## src/hw/rtl/psrtd_pkg.sv

```systemverilog
// Shared types, constants and helpers for the per-source rate threshold detector.
`default_nettype none
package psrtd_pkg;

    // Table size and count width
    localparam int SOURCES    = 16;
    localparam int COUNT_BITS = 16;
    localparam int IDX_W      = $clog2(SOURCES);
    localparam int USED_W     = $clog2(SOURCES + 1);

    // Request codes
    localparam logic [1:0] REQ_PKT   = 2'd0;
    localparam logic [1:0] REQ_EVAL  = 2'd1;
    localparam logic [1:0] REQ_CLEAR = 2'd2;

    // Result kinds
    localparam logic [2:0] KIND_COUNTED = 3'd0;
    localparam logic [2:0] KIND_NEW     = 3'd1;
    localparam logic [2:0] KIND_FULL    = 3'd2;
    localparam logic [2:0] KIND_ALERT   = 3'd3;
    localparam logic [2:0] KIND_DONE    = 3'd4;

    // Compare unit operations
    localparam logic CMP_EQ = 1'b0;
    localparam logic CMP_GT = 1'b1;

    // Configuration register indexes
    localparam logic REG_COUNT_LIMIT   = 1'b0;
    localparam logic REG_DETECT_ENABLE = 1'b1;

    typedef struct packed {
        logic [1:0]  req_type;
        logic [31:0] source_addr;
    } in_word_t;

    typedef struct packed {
        logic [2:0]  result_kind;
        logic [31:0] result_addr;
        logic [3:0]  entry_index;
        logic [15:0] window_count;
        logic [4:0]  flagged_total;
        logic        last;
    } out_word_t;

    typedef struct packed {
        logic [15:0] count_limit;
        logic        detect_enable;
    } cfg_t;

    // Output field views of internal values (masked as the result fields are)
    function automatic logic [15:0] count_field(input logic [COUNT_BITS-1:0] c);
        logic [31:0] w;
        w = 32'(c);
        return w[15:0];
    endfunction

    function automatic logic [3:0] index_field(input logic [IDX_W-1:0] i);
        logic [31:0] w;
        w = 32'(i);
        return w[3:0];
    endfunction

    function automatic logic [4:0] total_field(input logic [USED_W-1:0] t);
        logic [31:0] w;
        w = 32'(t);
        return w[4:0];
    endfunction

endpackage
`default_nettype wire

```

## src/hw/rtl/psrtd_cmp.sv

```systemverilog
// Shared compare unit: address equality or count-above-limit test.
`default_nettype none
module psrtd_cmp
    import psrtd_pkg::*;
(
    input  wire logic        op,
    input  wire logic [31:0] a,
    input  wire logic [31:0] b,
    output logic             hit
);

    // One 32-bit comparator serves both the lookup and the evaluate scans
    always_comb
    begin
        case (op)
            CMP_EQ:  hit = (a == b);
            CMP_GT:  hit = (a > b);
            default: hit = 1'b0;
        endcase
    end

endmodule
`default_nettype wire

```

## src/hw/rtl/psrtd_cfg.sv

```systemverilog
// APB-style configuration registers: count limit and detect enable.
`default_nettype none
module psrtd_cfg
    import psrtd_pkg::*;
(
    input  wire logic        clk,
    input  wire logic        rst_n,
    input  wire logic        psel,
    input  wire logic        penable,
    input  wire logic        pwrite,
    input  wire logic [2:0]  paddr,
    input  wire logic [31:0] pwdata,
    output logic [31:0]      prdata,
    output logic             pready,
    output cfg_t             cfg
);

    logic        wr_en;
    logic        reg_sel;
    logic [15:0] count_limit_reg;
    logic        detect_enable_reg;

    assign pready  = 1'b1;
    assign wr_en   = psel & penable & pwrite;
    assign reg_sel = paddr[2];

    // Register writes
    always_ff @(posedge clk or negedge rst_n)
    begin
        if (!rst_n)
        begin
            count_limit_reg   <= 16'd6;
            detect_enable_reg <= 1'b1;
        end
        else if (wr_en)
        begin
            if (reg_sel == REG_COUNT_LIMIT)
                count_limit_reg <= pwdata[15:0];
            else
                detect_enable_reg <= pwdata[0];
        end
    end

    // Read back
    always_comb
    begin
        if (reg_sel == REG_COUNT_LIMIT)
            prdata = {16'd0, count_limit_reg};
        else
            prdata = {31'd0, detect_enable_reg};
    end

    assign cfg.count_limit   = count_limit_reg;
    assign cfg.detect_enable = detect_enable_reg;

endmodule
`default_nettype wire

```

## src/hw/rtl/per_source_rate_threshold_detector.sv

```systemverilog
// Top level: source table, scan sequencer and result register of the rate detector.
// Packet word: accepted in S_IDLE, then table slots are scanned in order (1..SOURCES of them) by the
//   shared comparator in S_LOOK, result registered on the last scan cycle.
// Evaluate tick: all SOURCES slots are scanned, then done (no scan if detect is off); clear: straight to done.
// One word is in work at a time; a result stall holds the scan on a slot that must emit a result.
// Reset (rst_n, asynchronous) empties the table, zeroes counts, flags and totals,
// and sets count_limit to 6 and detect_enable to 1. Stored addresses are not reset.
`default_nettype none
module per_source_rate_threshold_detector
    import psrtd_pkg::*;
(
    input  wire logic        clk,
    input  wire logic        rst_n,
    input  wire logic        req_valid,
    output logic             req_stall,
    input  wire in_word_t    req,
    output logic             res_valid,
    input  wire logic        res_stall,
    output out_word_t        res,
    input  wire logic        psel,
    input  wire logic        penable,
    input  wire logic        pwrite,
    input  wire logic [2:0]  paddr,
    input  wire logic [31:0] pwdata,
    output logic [31:0]      prdata,
    output logic             pready
);

    localparam logic [1:0] S_IDLE = 2'd0;
    localparam logic [1:0] S_LOOK = 2'd1;
    localparam logic [1:0] S_EVAL = 2'd2;
    localparam logic [1:0] S_DONE = 2'd3;

    localparam logic [IDX_W-1:0]      SCAN_LAST = IDX_W'(SOURCES - 1);
    localparam logic [COUNT_BITS-1:0] COUNT_MAX = {COUNT_BITS{1'b1}};

    cfg_t cfg;

    logic [1:0]            state_reg, state_next;
    logic [IDX_W-1:0]      scan_reg, scan_next;
    logic [31:0]           addr_reg, addr_next;
    logic [USED_W-1:0]     used_reg, used_next;
    logic [USED_W-1:0]     flagged_count_reg, flagged_count_next;
    logic [SOURCES-1:0]    valid_reg, valid_next;
    logic [SOURCES-1:0]    flagged_reg, flagged_next;
    logic [COUNT_BITS-1:0] count_reg [SOURCES];
    logic [COUNT_BITS-1:0] count_next [SOURCES];
    logic [31:0]           entry_addr_reg [SOURCES];
    logic                  res_valid_reg, res_valid_next;
    out_word_t             res_reg, res_next;

    logic                  addr_we;
    logic [IDX_W-1:0]      addr_wa;
    logic                  cmp_op;
    logic [31:0]           cmp_a, cmp_b;
    logic                  cmp_hit;
    logic                  out_free;
    logic                  accept;
    logic [COUNT_BITS-1:0] cur_count;
    logic [COUNT_BITS-1:0] inc_count;
    logic                  cur_valid;

    psrtd_cfg u_cfg (
        .clk     (clk),
        .rst_n   (rst_n),
        .psel    (psel),
        .penable (penable),
        .pwrite  (pwrite),
        .paddr   (paddr),
        .pwdata  (pwdata),
        .prdata  (prdata),
        .pready  (pready),
        .cfg     (cfg)
    );

    // Shared comparator operand selection
    assign cur_count = count_reg[scan_reg];
    assign cur_valid = valid_reg[scan_reg];
    assign inc_count = (cur_count == COUNT_MAX) ? cur_count : cur_count + 1'b1;

    always_comb
    begin
        if (state_reg == S_EVAL)
        begin
            cmp_op = CMP_GT;
            cmp_a  = 32'(cur_count);
            cmp_b  = 32'(cfg.count_limit);
        end
        else
        begin
            cmp_op = CMP_EQ;
            cmp_a  = addr_reg;
            cmp_b  = entry_addr_reg[scan_reg];
        end
    end

    psrtd_cmp u_cmp (
        .op  (cmp_op),
        .a   (cmp_a),
        .b   (cmp_b),
        .hit (cmp_hit)
    );

    assign out_free  = !res_valid_reg || !res_stall;
    assign req_stall = (state_reg != S_IDLE);
    assign accept    = req_valid && !req_stall;

    // Sequencer
    always_comb
    begin
        state_next         = state_reg;
        scan_next          = scan_reg;
        addr_next          = addr_reg;
        used_next          = used_reg;
        flagged_count_next = flagged_count_reg;
        valid_next         = valid_reg;
        flagged_next       = flagged_reg;
        count_next         = count_reg;
        res_valid_next     = res_valid_reg && res_stall;
        res_next           = res_reg;
        addr_we            = 1'b0;
        addr_wa            = used_reg[IDX_W-1:0];

        case (state_reg)
            S_IDLE:
            begin
                if (accept)
                begin
                    addr_next = req.source_addr;
                    scan_next = '0;
                    case (req.req_type)
                        REQ_PKT:   state_next = S_LOOK;
                        REQ_EVAL:  state_next = cfg.detect_enable ? S_EVAL : S_DONE;
                        REQ_CLEAR: state_next = S_DONE;
                        default:   state_next = S_IDLE;
                    endcase
                end
            end

            S_LOOK:
            begin
                if (cur_valid && cmp_hit)
                begin
                    // known source: count it
                    if (out_free)
                    begin
                        count_next[scan_reg]     = inc_count;
                        res_valid_next           = 1'b1;
                        res_next.result_kind     = KIND_COUNTED;
                        res_next.result_addr     = addr_reg;
                        res_next.entry_index     = index_field(scan_reg);
                        res_next.window_count    = count_field(inc_count);
                        res_next.flagged_total   = total_field(flagged_count_reg);
                        res_next.last            = 1'b1;
                        state_next               = S_IDLE;
                    end
                end
                else if (!cur_valid || scan_reg == SCAN_LAST)
                begin
                    // not found: learn it, or drop it when the table is full
                    if (out_free)
                    begin
                        res_valid_next         = 1'b1;
                        res_next.result_addr   = addr_reg;
                        res_next.flagged_total = total_field(flagged_count_reg);
                        res_next.last          = 1'b1;
                        state_next             = S_IDLE;
                        if (used_reg < USED_W'(SOURCES))
                        begin
                            addr_we                               = 1'b1;
                            valid_next[used_reg[IDX_W-1:0]]       = 1'b1;
                            flagged_next[used_reg[IDX_W-1:0]]     = 1'b0;
                            count_next[used_reg[IDX_W-1:0]]       = COUNT_BITS'(1);
                            used_next                             = used_reg + 1'b1;
                            res_next.result_kind                  = KIND_NEW;
                            res_next.entry_index    = index_field(used_reg[IDX_W-1:0]);
                            res_next.window_count   = 16'd1;
                        end
                        else
                        begin
                            res_next.result_kind  = KIND_FULL;
                            res_next.entry_index  = 4'd0;
                            res_next.window_count = 16'd0;
                        end
                    end
                end
                else
                begin
                    scan_next = scan_reg + 1'b1;
                end
            end

            S_EVAL:
            begin
                if (cur_valid && !flagged_reg[scan_reg] && cmp_hit)
                begin
                    // newly over the limit: flag and alert
                    if (out_free)
                    begin
                        flagged_next[scan_reg] = 1'b1;
                        flagged_count_next     = flagged_count_reg + 1'b1;
                        res_valid_next         = 1'b1;
                        res_next.result_kind   = KIND_ALERT;
                        res_next.result_addr   = entry_addr_reg[scan_reg];
                        res_next.entry_index   = index_field(scan_reg);
                        res_next.window_count  = count_field(cur_count);
                        res_next.flagged_total = total_field(flagged_count_reg + 1'b1);
                        res_next.last          = 1'b0;
                        scan_next              = scan_reg + 1'b1;
                        if (scan_reg == SCAN_LAST)
                            state_next = S_DONE;
                    end
                end
                else
                begin
                    scan_next = scan_reg + 1'b1;
                    if (scan_reg == SCAN_LAST)
                        state_next = S_DONE;
                end
            end

            S_DONE:
            begin
                // window done, counts cleared
                if (out_free)
                begin
                    for (int i = 0; i < SOURCES; i++)
                        count_next[i] = '0;
                    res_valid_next         = 1'b1;
                    res_next.result_kind   = KIND_DONE;
                    res_next.result_addr   = 32'd0;
                    res_next.entry_index   = 4'd0;
                    res_next.window_count  = 16'd0;
                    res_next.flagged_total = total_field(flagged_count_reg);
                    res_next.last          = 1'b1;
                    state_next             = S_IDLE;
                end
            end

            default:
            begin
                state_next = S_IDLE;
            end
        endcase
    end

    // Control state and counts
    always_ff @(posedge clk or negedge rst_n)
    begin
        if (!rst_n)
        begin
            state_reg         <= S_IDLE;
            scan_reg          <= '0;
            used_reg          <= '0;
            flagged_count_reg <= '0;
            valid_reg         <= '0;
            flagged_reg       <= '0;
            res_valid_reg     <= 1'b0;
            for (int i = 0; i < SOURCES; i++)
                count_reg[i] <= '0;
        end
        else
        begin
            state_reg         <= state_next;
            scan_reg          <= scan_next;
            used_reg          <= used_next;
            flagged_count_reg <= flagged_count_next;
            valid_reg         <= valid_next;
            flagged_reg       <= flagged_next;
            res_valid_reg     <= res_valid_next;
            count_reg         <= count_next;
        end
    end

    // Payload: latched address, stored addresses, result word
    always_ff @(posedge clk)
    begin
        addr_reg <= addr_next;
        res_reg  <= res_next;
        if (addr_we)
            entry_addr_reg[addr_wa] <= addr_reg;
    end

    assign res_valid = res_valid_reg;
    assign res       = res_reg;

endmodule
`default_nettype wire
```

## config.mk

```make
export PLATFORM = sky130hd
export DESIGN_NAME = per_source_rate_threshold_detector
export DESIGN_NICKNAME = d
export VERILOG_FILES = /design/src/hw/rtl/psrtd_pkg.sv /design/src/hw/rtl/psrtd_cmp.sv /design/src/hw/rtl/psrtd_cfg.sv /design/src/hw/rtl/per_source_rate_threshold_detector.sv
export SDC_FILE = /design/constraint.sdc
export NUM_CORES = 1
export LEC_CHECK = 0
export BUFFER_PORTS_ARGS = -buffer_cell sky130_fd_sc_hd__buf_2
export CORE_MARGIN = 5
export CORE_UTILIZATION = 60
export CTS_CLUSTER_DIAMETER = 50
export DETAILED_ROUTE_END_ITERATION = 10
export PLACE_DENSITY = 0.75
export SLEW_MARGIN = 25
export SYNTH_ARGS = -nofsm -noshare
export SYNTH_HDL_FRONTEND = slang
export SYNTH_SLANG_ARGS = --single-unit
```

## constraint.sdc

```tcl
create_clock -name clk -period 48.5 [get_ports clk]
set_clock_uncertainty 0.2 [all_clocks]
set_input_delay 2.425 -clock clk [delete_from_list [all_inputs] [get_ports clk]]
set_output_delay 2.425 -clock clk [all_outputs]
set_load 0.01 [all_outputs]
```

Yosys cells after proc, flatten, opt, wreduce, memory -nomap -nowiden
Memory sizes are Yosys's and may differ from the RTL's.
Cells that the tools add are included.
Word-level totals
  memories kept: 1
  memory bits (writable): 512
  bits in registers: 415
Memories
  entry_addr_reg: words 16, bits a word 32, rd ports 1, clocked after memory_dff 0, write ports 1, line per_source_rate_threshold_detector.sv:48  | logic [31:0] entry_addr_reg [SOURCES];
Operators by class
  reductions and logical operators: 33
  bitwise operators: 14
  add/subtract/negate cells: 4
  equality and inequality tests: 22
  multiplexer cells: 74
  $lt $le $gt $ge: 10
Operators by type and width (number)
  $mux W256: 6
  $pmux W256 S2: 1
  $mux W61: 7
  $bwmux W256: 1
  $and A240 B240 Y240: 1
  $not A240 Y240: 1
  $mux W16: 12
  $pmux W61 S3: 1
  $demux W16 S4: 2
  $bmux W16 S4: 1
  $mux W32: 2
  $or A16 B16 Y16: 3
  $eq A32 B32 Y1: 1
  $gt A32 B32 Y1: 1
  $pmux W16 S2: 1
  $mux W20: 1
  $mux W4: 5
  $mux W1: 17
  $add A16 B1 Y16 const B: 1
  $and A16 B16 Y16: 1
  $eq A16 B16 Y1 const B: 1
  $mux W2: 8
  $ne A2 B2 Y1 const B: 8
  $not A16 Y16: 1
  other kinds (33): 73

Depth between registers and ports, before layout
  depth in word-level cells: 12
  mapped depth: 23
  gate-level depth less buffers: 14

Hierarchy
A second synthesis with hierarchy kept.
Second synthesis, totals
  cells, all modules: 2628
  area, all modules: 40486.3 sq um
By module, submodules not included
  per_source_rate_threshold_detector: area an instance 38688.4 sq um, cells an instance 2443, seq. area each 25799.7 sq um, instances 1
  psrtd_cfg: area an instance 957.2 sq um, cells an instance 74, seq. area each 429.2 sq um, instances 1
  psrtd_cmp: area an instance 840.8 sq um, cells an instance 111, seq. area each 0.0 sq um, instances 1

Worst setup path after synthesis
Ideal clock, no wire load.
  kind: reg-to-reg
  from: reg scan_reg[0]
  to: reg res_reg (netlist bit res[0]), enable pin
  period minus slack after synthesis: 16077 ps
  cell stages (with the launch flop): 22
  arrival: 15070 ps
  required time: 47494 ps
  path slack: 32423 ps
  path buffers: 8
  cell sequence: dfrtp_1 > buf_6 > buf_6 > buf_6 > buf_6 > buf_2 > buf_1 > buf_1 > mux4_2 > mux4_2 > nand2_1 > nand2_1 > ha_1 > nand4_1 > or4_1 > or3_1 > a221oi_4 > o21ai_2 > clkbuf_1 > nor2_1 > a21oi_1 > a2111oi_0
Between the ends
  word-level cells in the longest chain between the ends: 10
  elaborated cells on any way between the ends: 26
  those cells by class: 1 x order compare; 6 x eq/ne; 10 x mux; 1 x bitwise; 7 x reduce/logical; 1 x memory
RTL lines
  start: declaration: line per_source_rate_threshold_detector.sv:40  | logic [IDX_W-1:0] scan_reg, scan_next;
  start signal: assignment: line per_source_rate_threshold_detector.sv:265  | scan_reg <= scan_next;
  $not A4 Y5 (implied by the code): line per_source_rate_threshold_detector.sv:77  | assign cur_count = count_reg[scan_reg];
  $bmux W16 S4: line per_source_rate_threshold_detector.sv:77
  $mux W16 (implied by the code) (2 in series): line per_source_rate_threshold_detector.sv:77
  $mux W32: line per_source_rate_threshold_detector.sv:83  | if (state_reg == S_EVAL)
  $gt A32 B32 Y1 / $eq A32 B32 Y1 (equally long branches): line psrtd_cmp.sv:17, psrtd_cmp.sv:16
  $pmux W1 S2: line psrtd_cmp.sv:15  | case (op)
  $logic_and A1 B1 Y1 (on tied branches): line per_source_rate_threshold_detector.sv:142, per_source_rate_threshold_detector.sv:195
  $ne A3 B3 Y1 (no line) / $ne A2 B1 Y1 (equally long branches)
  $reduce_and A7 Y1 (no line) (*)
  end signal: assignment: line per_source_rate_threshold_detector.sv:279  | res_reg <= res_next;
  end: declaration: line per_source_rate_threshold_detector.sv:50  | out_word_t res_reg, res_next;
Every way passes the cells marked *; elsewhere a longest branch is shown, timed or not. The select of a mux whose other input is x is not followed.
A chain may end at the register's enable or synchronous reset.

Worst setup path after layout
  from: reg scan_reg[0]
  to: reg count_reg[107] in the netlist's numbering
Between the ends
  word-level cells in the longest chain between the ends: 10
  elaborated cells on any way between the ends: 33
  those cells by class: 1 x add/sub; 3 x order compare; 7 x eq/ne; 15 x mux; 1 x bitwise; 5 x reduce/logical; 1 x memory
RTL lines
  $not A4 Y5 (implied by the code): line per_source_rate_threshold_detector.sv:77, per_source_rate_threshold_detector.sv:147
  $bmux W16 S4: line per_source_rate_threshold_detector.sv:77
  $mux W16 (implied by the code) (2 in series): line per_source_rate_threshold_detector.sv:77
  $mux W32 (tied with other cells): line per_source_rate_threshold_detector.sv:83
  $gt A32 B32 Y1 (tied with other cells): line psrtd_cmp.sv:17  | CMP_GT: hit = (a > b);
  $pmux W1 S2 / $bwmux W256 (equally long branches): line psrtd_cmp.sv:15, per_source_rate_threshold_detector.sv:147
  $logic_and A1 B1 Y1 / $mux W256 (equally long branches): line per_source_rate_threshold_detector.sv:142, per_source_rate_threshold_detector.sv:145
  $ne A3 B3 Y1 (no line) / $mux W256 (equally long branches)
  $reduce_and A6 Y1 (no line) / $pmux W256 S2 (equally long branches)
  end signal: assignment: line per_source_rate_threshold_detector.sv:271  | count_reg <= count_next;
  end: declaration: line per_source_rate_threshold_detector.sv:46  | logic [COUNT_BITS-1:0] count_reg [SOURCES];
Parallel ways exist; a longest one is shown, timed or not. The select of a mux whose other input is x is not followed.

==> results_tabular.tex <==
\begin{tabular}{lr}
\hline
Metric & Value \\
\hline
\multicolumn{2}{l}{\textbf{STA}} \\
\quad Pins over their slew limit & 0 \\
\quad Actual transition at the worst max-transition pin & about 1.1 ns \\
\quad Final setup TNS & 0 ns \\
\quad Setup repair after global routing missed its margin & false \\
\quad Max transition margin & roughly 28\% \\
\quad Final hold violations & 0 \\
\quad Crit share post-route & 17.2\% \\
\quad Final Setup Violations & 0 \\
\quad Final worst-path setup slack & roughly 40 ns \\
\quad Post-layout min period & approximately 8.3 ns \\
\quad Achievable frequency & 0.120 GHz \\
\multicolumn{2}{l}{\textbf{Yosys}} \\
\quad Post-synth cell types & 80 \\
\quad Primary flip-flop cell chosen by synthesis mapping & edfxtp\_1 \\
\quad Yosys top cell area share & 45.5\% \\
\quad Post-synthesis cell type with the largest combined area & edfxtp\_1 \\
\quad Synth area leaders & edfxtp\_1 46\%, dfrtp\_1 20\%, mux4\_2 13\% \\
\quad Cell with the most instances after synthesis & edfxtp\_1 \\
\quad Async set or reset register ratio after synthesis & between 30\% and 40\% \\
\quad Gate count after technology mapping & between 2,000 and 2,500 \\
\quad Netlist area before placement & $\sim$0.04 sq mm \\
\quad Seq cells post-synth & slightly above 900 \\
\quad Number of warnings issued by yosys & 0 \\
\quad Share of the yosys chip area belonging to registers & between 60\% and 70\% \\
\quad Synth Area per Inst & 16.7 sq um \\
\quad Post-synth EDFFs & around 610 \\
\quad Top cell types by occurrence after synthesis & 605 x edfxtp\_1, 319 x dfrtp\_1, 236 x mux4\_2 \\
\multicolumn{2}{l}{\textbf{Setup path}} \\
\quad Kind of critical path & reg2reg \\
\quad Max incr delay on CP & between 0.9 and 1 ns \\
\quad Peak fanout along the critical path & a little over 50 \\
\quad Data arrival time of the critical path & around 8.7 ns \\
\quad Kind of start point of the critical path & flip-flop \\
\quad Cell family with most CP delay & compound AO/OA/AOI/OAI gates \\
\quad Cell Chain, Critical Path & buf\_4 > buf\_6 > mux4\_2 > mux4\_2 > mux2i\_1 > ha\_1 > nand4\_1 > or4\_1 > o21ai\_0 > a221oi\_4 > o21ai\_2 > buf\_4 > a31o\_2 > o211ai\_2 > a22o\_1 \\
\quad Category of the worst setup path capture point & flip-flop \\
\quad Length in cells of the worst reg-to-reg path & 15 \\
\quad R2R Path Start & scan\_reg[0] \\
\quad Standard cell with the maximum stage delay on the critical path & dfrtp\_4 \\
\quad R2R Setup Slk & $\sim$40 ns \\
\quad Crit path buffers/inverters & 3 \\
\quad Required @ worst endpoint & between 40 and 50 ns \\
\quad R2R Path End & count\_reg[107] \\
\multicolumn{2}{l}{\textbf{Clock tree}} \\
\quad TritonCTS clock tree & done \\
\quad Maximum level of the CTS H-tree & 3 \\
\quad Number of sinks on the clock net & between 900 and 1,000 \\
\quad Clock slew at the register clock pins of the worst setup and hold paths & about 0.06 ns \\
\quad Bufs on Longest Clock Path & 3 \\
\quad Clock Latency Late Sink & 0.66 ns \\
\quad Setup bufs post-CTS & 0 \\
\quad Root Buffer Master & clkbuf\_16 \\
\quad Post-cts repair resize count & 0 \\
\quad Number of clock buffers inserted by TritonCTS & a little under 100 \\
\quad CTS hold repair buffers & 0 \\
\multicolumn{2}{l}{\textbf{Global routing}} \\
\quad First-pass GRT wire length & 158 mm \\
\quad Global-route total usage across every layer & a little under 30\% \\
\quad Antenna violations before repair & 3 \\
\quad Sum of overflow across all layers after global routing & 0 \\
\quad Vias in the first global route & about 25,000 \\
\quad Pin count of the biggest net entering global routing & around 190 \\
\multicolumn{2}{l}{\textbf{Cells and area}} \\
\quad Summed area of non-filler cells in the final layout & 0.0447 sq mm \\
\quad Synthesis-to-finish area growth & 12.1\% \\
\quad Net count, final & $\sim$2,600 \\
\quad Non-filler cells, final & roughly 3,400 \\
\quad Post-layout util & 67.9\% \\
\quad Layout cells sized above 1 & a little over a quarter \\
\quad Number of fillers in the final layout & 4,283 \\
\quad Max reg flops & 512 \\
\multicolumn{2}{l}{\textbf{Floorplan}} \\
\quad Vertical extent of the die & approximately 270 microns \\
\quad Die area & approximately 0.07 sq mm \\
\quad Number of rows created at floorplan & between 90 and 100 \\
\quad Initial core utilization & between 60\% and 70\% \\
\quad X dimension of the die & about 270 microns \\
\quad Core area & 0.0659 sq mm \\
\quad I/O pin cnt & $\sim$170 \\
\multicolumn{2}{l}{\textbf{Outcome}} \\
\quad Run status & completed \\
\multicolumn{2}{l}{\textbf{Routing}} \\
\quad Routed wl met3 & between 10 and 15 mm \\
\quad Routed length per placed instance & 30.6 microns \\
\quad Number of violations reported at the end of detailed-routing iteration 0 & around 2,800 \\
\quad Top routing layer used & met5 \\
\quad Antenna violation net count after detailed routing & 0 \\
\quad Length of the first detailed-routing pass in iterations & 5 \\
\quad Met2 layer wire length in the routed design & 51.9 mm \\
\quad Routed wire length & $\sim$110 mm \\
\quad Vias & approximately 24,000 \\
\quad Via-to-Cell Ratio & 6.99 \\
\quad Drc violations & 0 \\
\quad Total routed wire length on the met1 layer & around 39 mm \\
\multicolumn{2}{l}{\textbf{Hold path}} \\
\quad Type of the worst min-delay path & reg2reg \\
\quad Startpoint of the most critical hold path & valid\_reg[10] \\
\quad Number of cells on the worst hold path & 1 \\
\quad Endpoint with the worst hold slack & valid\_reg[10] \\
\multicolumn{2}{l}{\textbf{Placement}} \\
\quad Port Buffers & roughly 140 \\
\quad Place WS & 39.88 ns \\
\quad Placed wire-length estimate after detailed placement & around 62 mm \\
\quad Placed cell count & 3,259 \\
\quad Placed Area & between 0.04 and 0.05 sq mm \\
\quad Final weighted congestion in routability-driven placement & about 0.9 \\
\multicolumn{2}{l}{\textbf{Job}} \\
\quad Maximum capacitance violations & 0 \\
\multicolumn{2}{l}{\textbf{Power}} \\
\quad Leak & 16.3 nW \\
\quad Worst ir drop on vdd & around 0.000044 V \\
\quad PwrDens & 56.9 mW/mm\^{}2 \\
\hline
\end{tabular}
==> per-stage QoR <==
stage | hold slack, ns | power [W]
global route | 0.277 | 0.00265
global placement | 0.245 | 0.00177
detailed placement | 0.250 | 0.00180
floorplan | 0.234 | 0.00157
CTS | 0.265 | 0.00254
finish | 0.259 | 0.00255
==> layer usage <==
metal | up-vias | track usage (%)
met4 | 2 | 10.4
met5 | - | 0
met1 | 12575 | 40.3
li1 | 9837 | -
met2 | 1402 | 48.0
met3 | 263 | 5.99
==> where the power goes <==
group          switching, W  total (W)  leakage, nW  internal, W
clock network      0.000310   0.000743         1.58     0.000434
logic              0.000434   0.000731         4.97     0.000297
registers         0.0000859    0.00107         9.73     0.000985
total              0.000830    0.00255         16.3      0.00172
==> how the worst max path moves through the flow <==
stage	startpoint	to	cells after the start
global placement	scan_reg[0]	entry_addr_reg[8][11]	16
CTS	scan_reg[0]	count_reg[107]	15
floorplan	scan_reg[0]	res[0]	21
global route	scan_reg[0]	count_reg[107]	15
detailed placement	scan_reg[0]	entry_addr_reg[8][10]	16
finish	scan_reg[0]	count_reg[107]	15
==> logic make-up (layout without fill, tap and decap cells) <==
kind of cell	count (synthesis)	after routing	synth area share (%)
compound gates	485	485	9.69
simple gates	402	402	5.29
xor+xnor	8	8	0.176
buf+inv	212	390	2.51
flops	927	927	65.7
fa+ha+maj	51	51	1.60
mux	299	299	15.0
other cells	2	18	0.0188
==> cell type report <==
cell class | instances | area (sq um) | share of cell area, %
multi-input cells | 1262 | 12900 | 28.9
flip-flops and latches | 927 | 26200 | 58.6
inverters | 16 | 60.1 | 0.134
well taps | 864 | 1080 | 2.42
clock inverters | 51 | 538 | 1.20
diodes | 1 | 2.50 | 0.00559
repair buffers | 194 | 1190 | 2.66
clock buffers | 129 | 2680 | 5.99
==> cell usage in the layout (no fill, tap or decap), types with 36 or more instances in the layout <==
cell type,n
dfrtp_1,316
mux4_2,236
buf_2,135
o21ai_0,51
a21oi_1,39
buf_4,52
nand2_1,160
edfxtp_1,605
a22o_1,122
nand4_1,36
o2bb2ai_1,144
clkbuf_16,98
ha_1,49
nor2b_1,38
(Power assumes the default switching activity.)
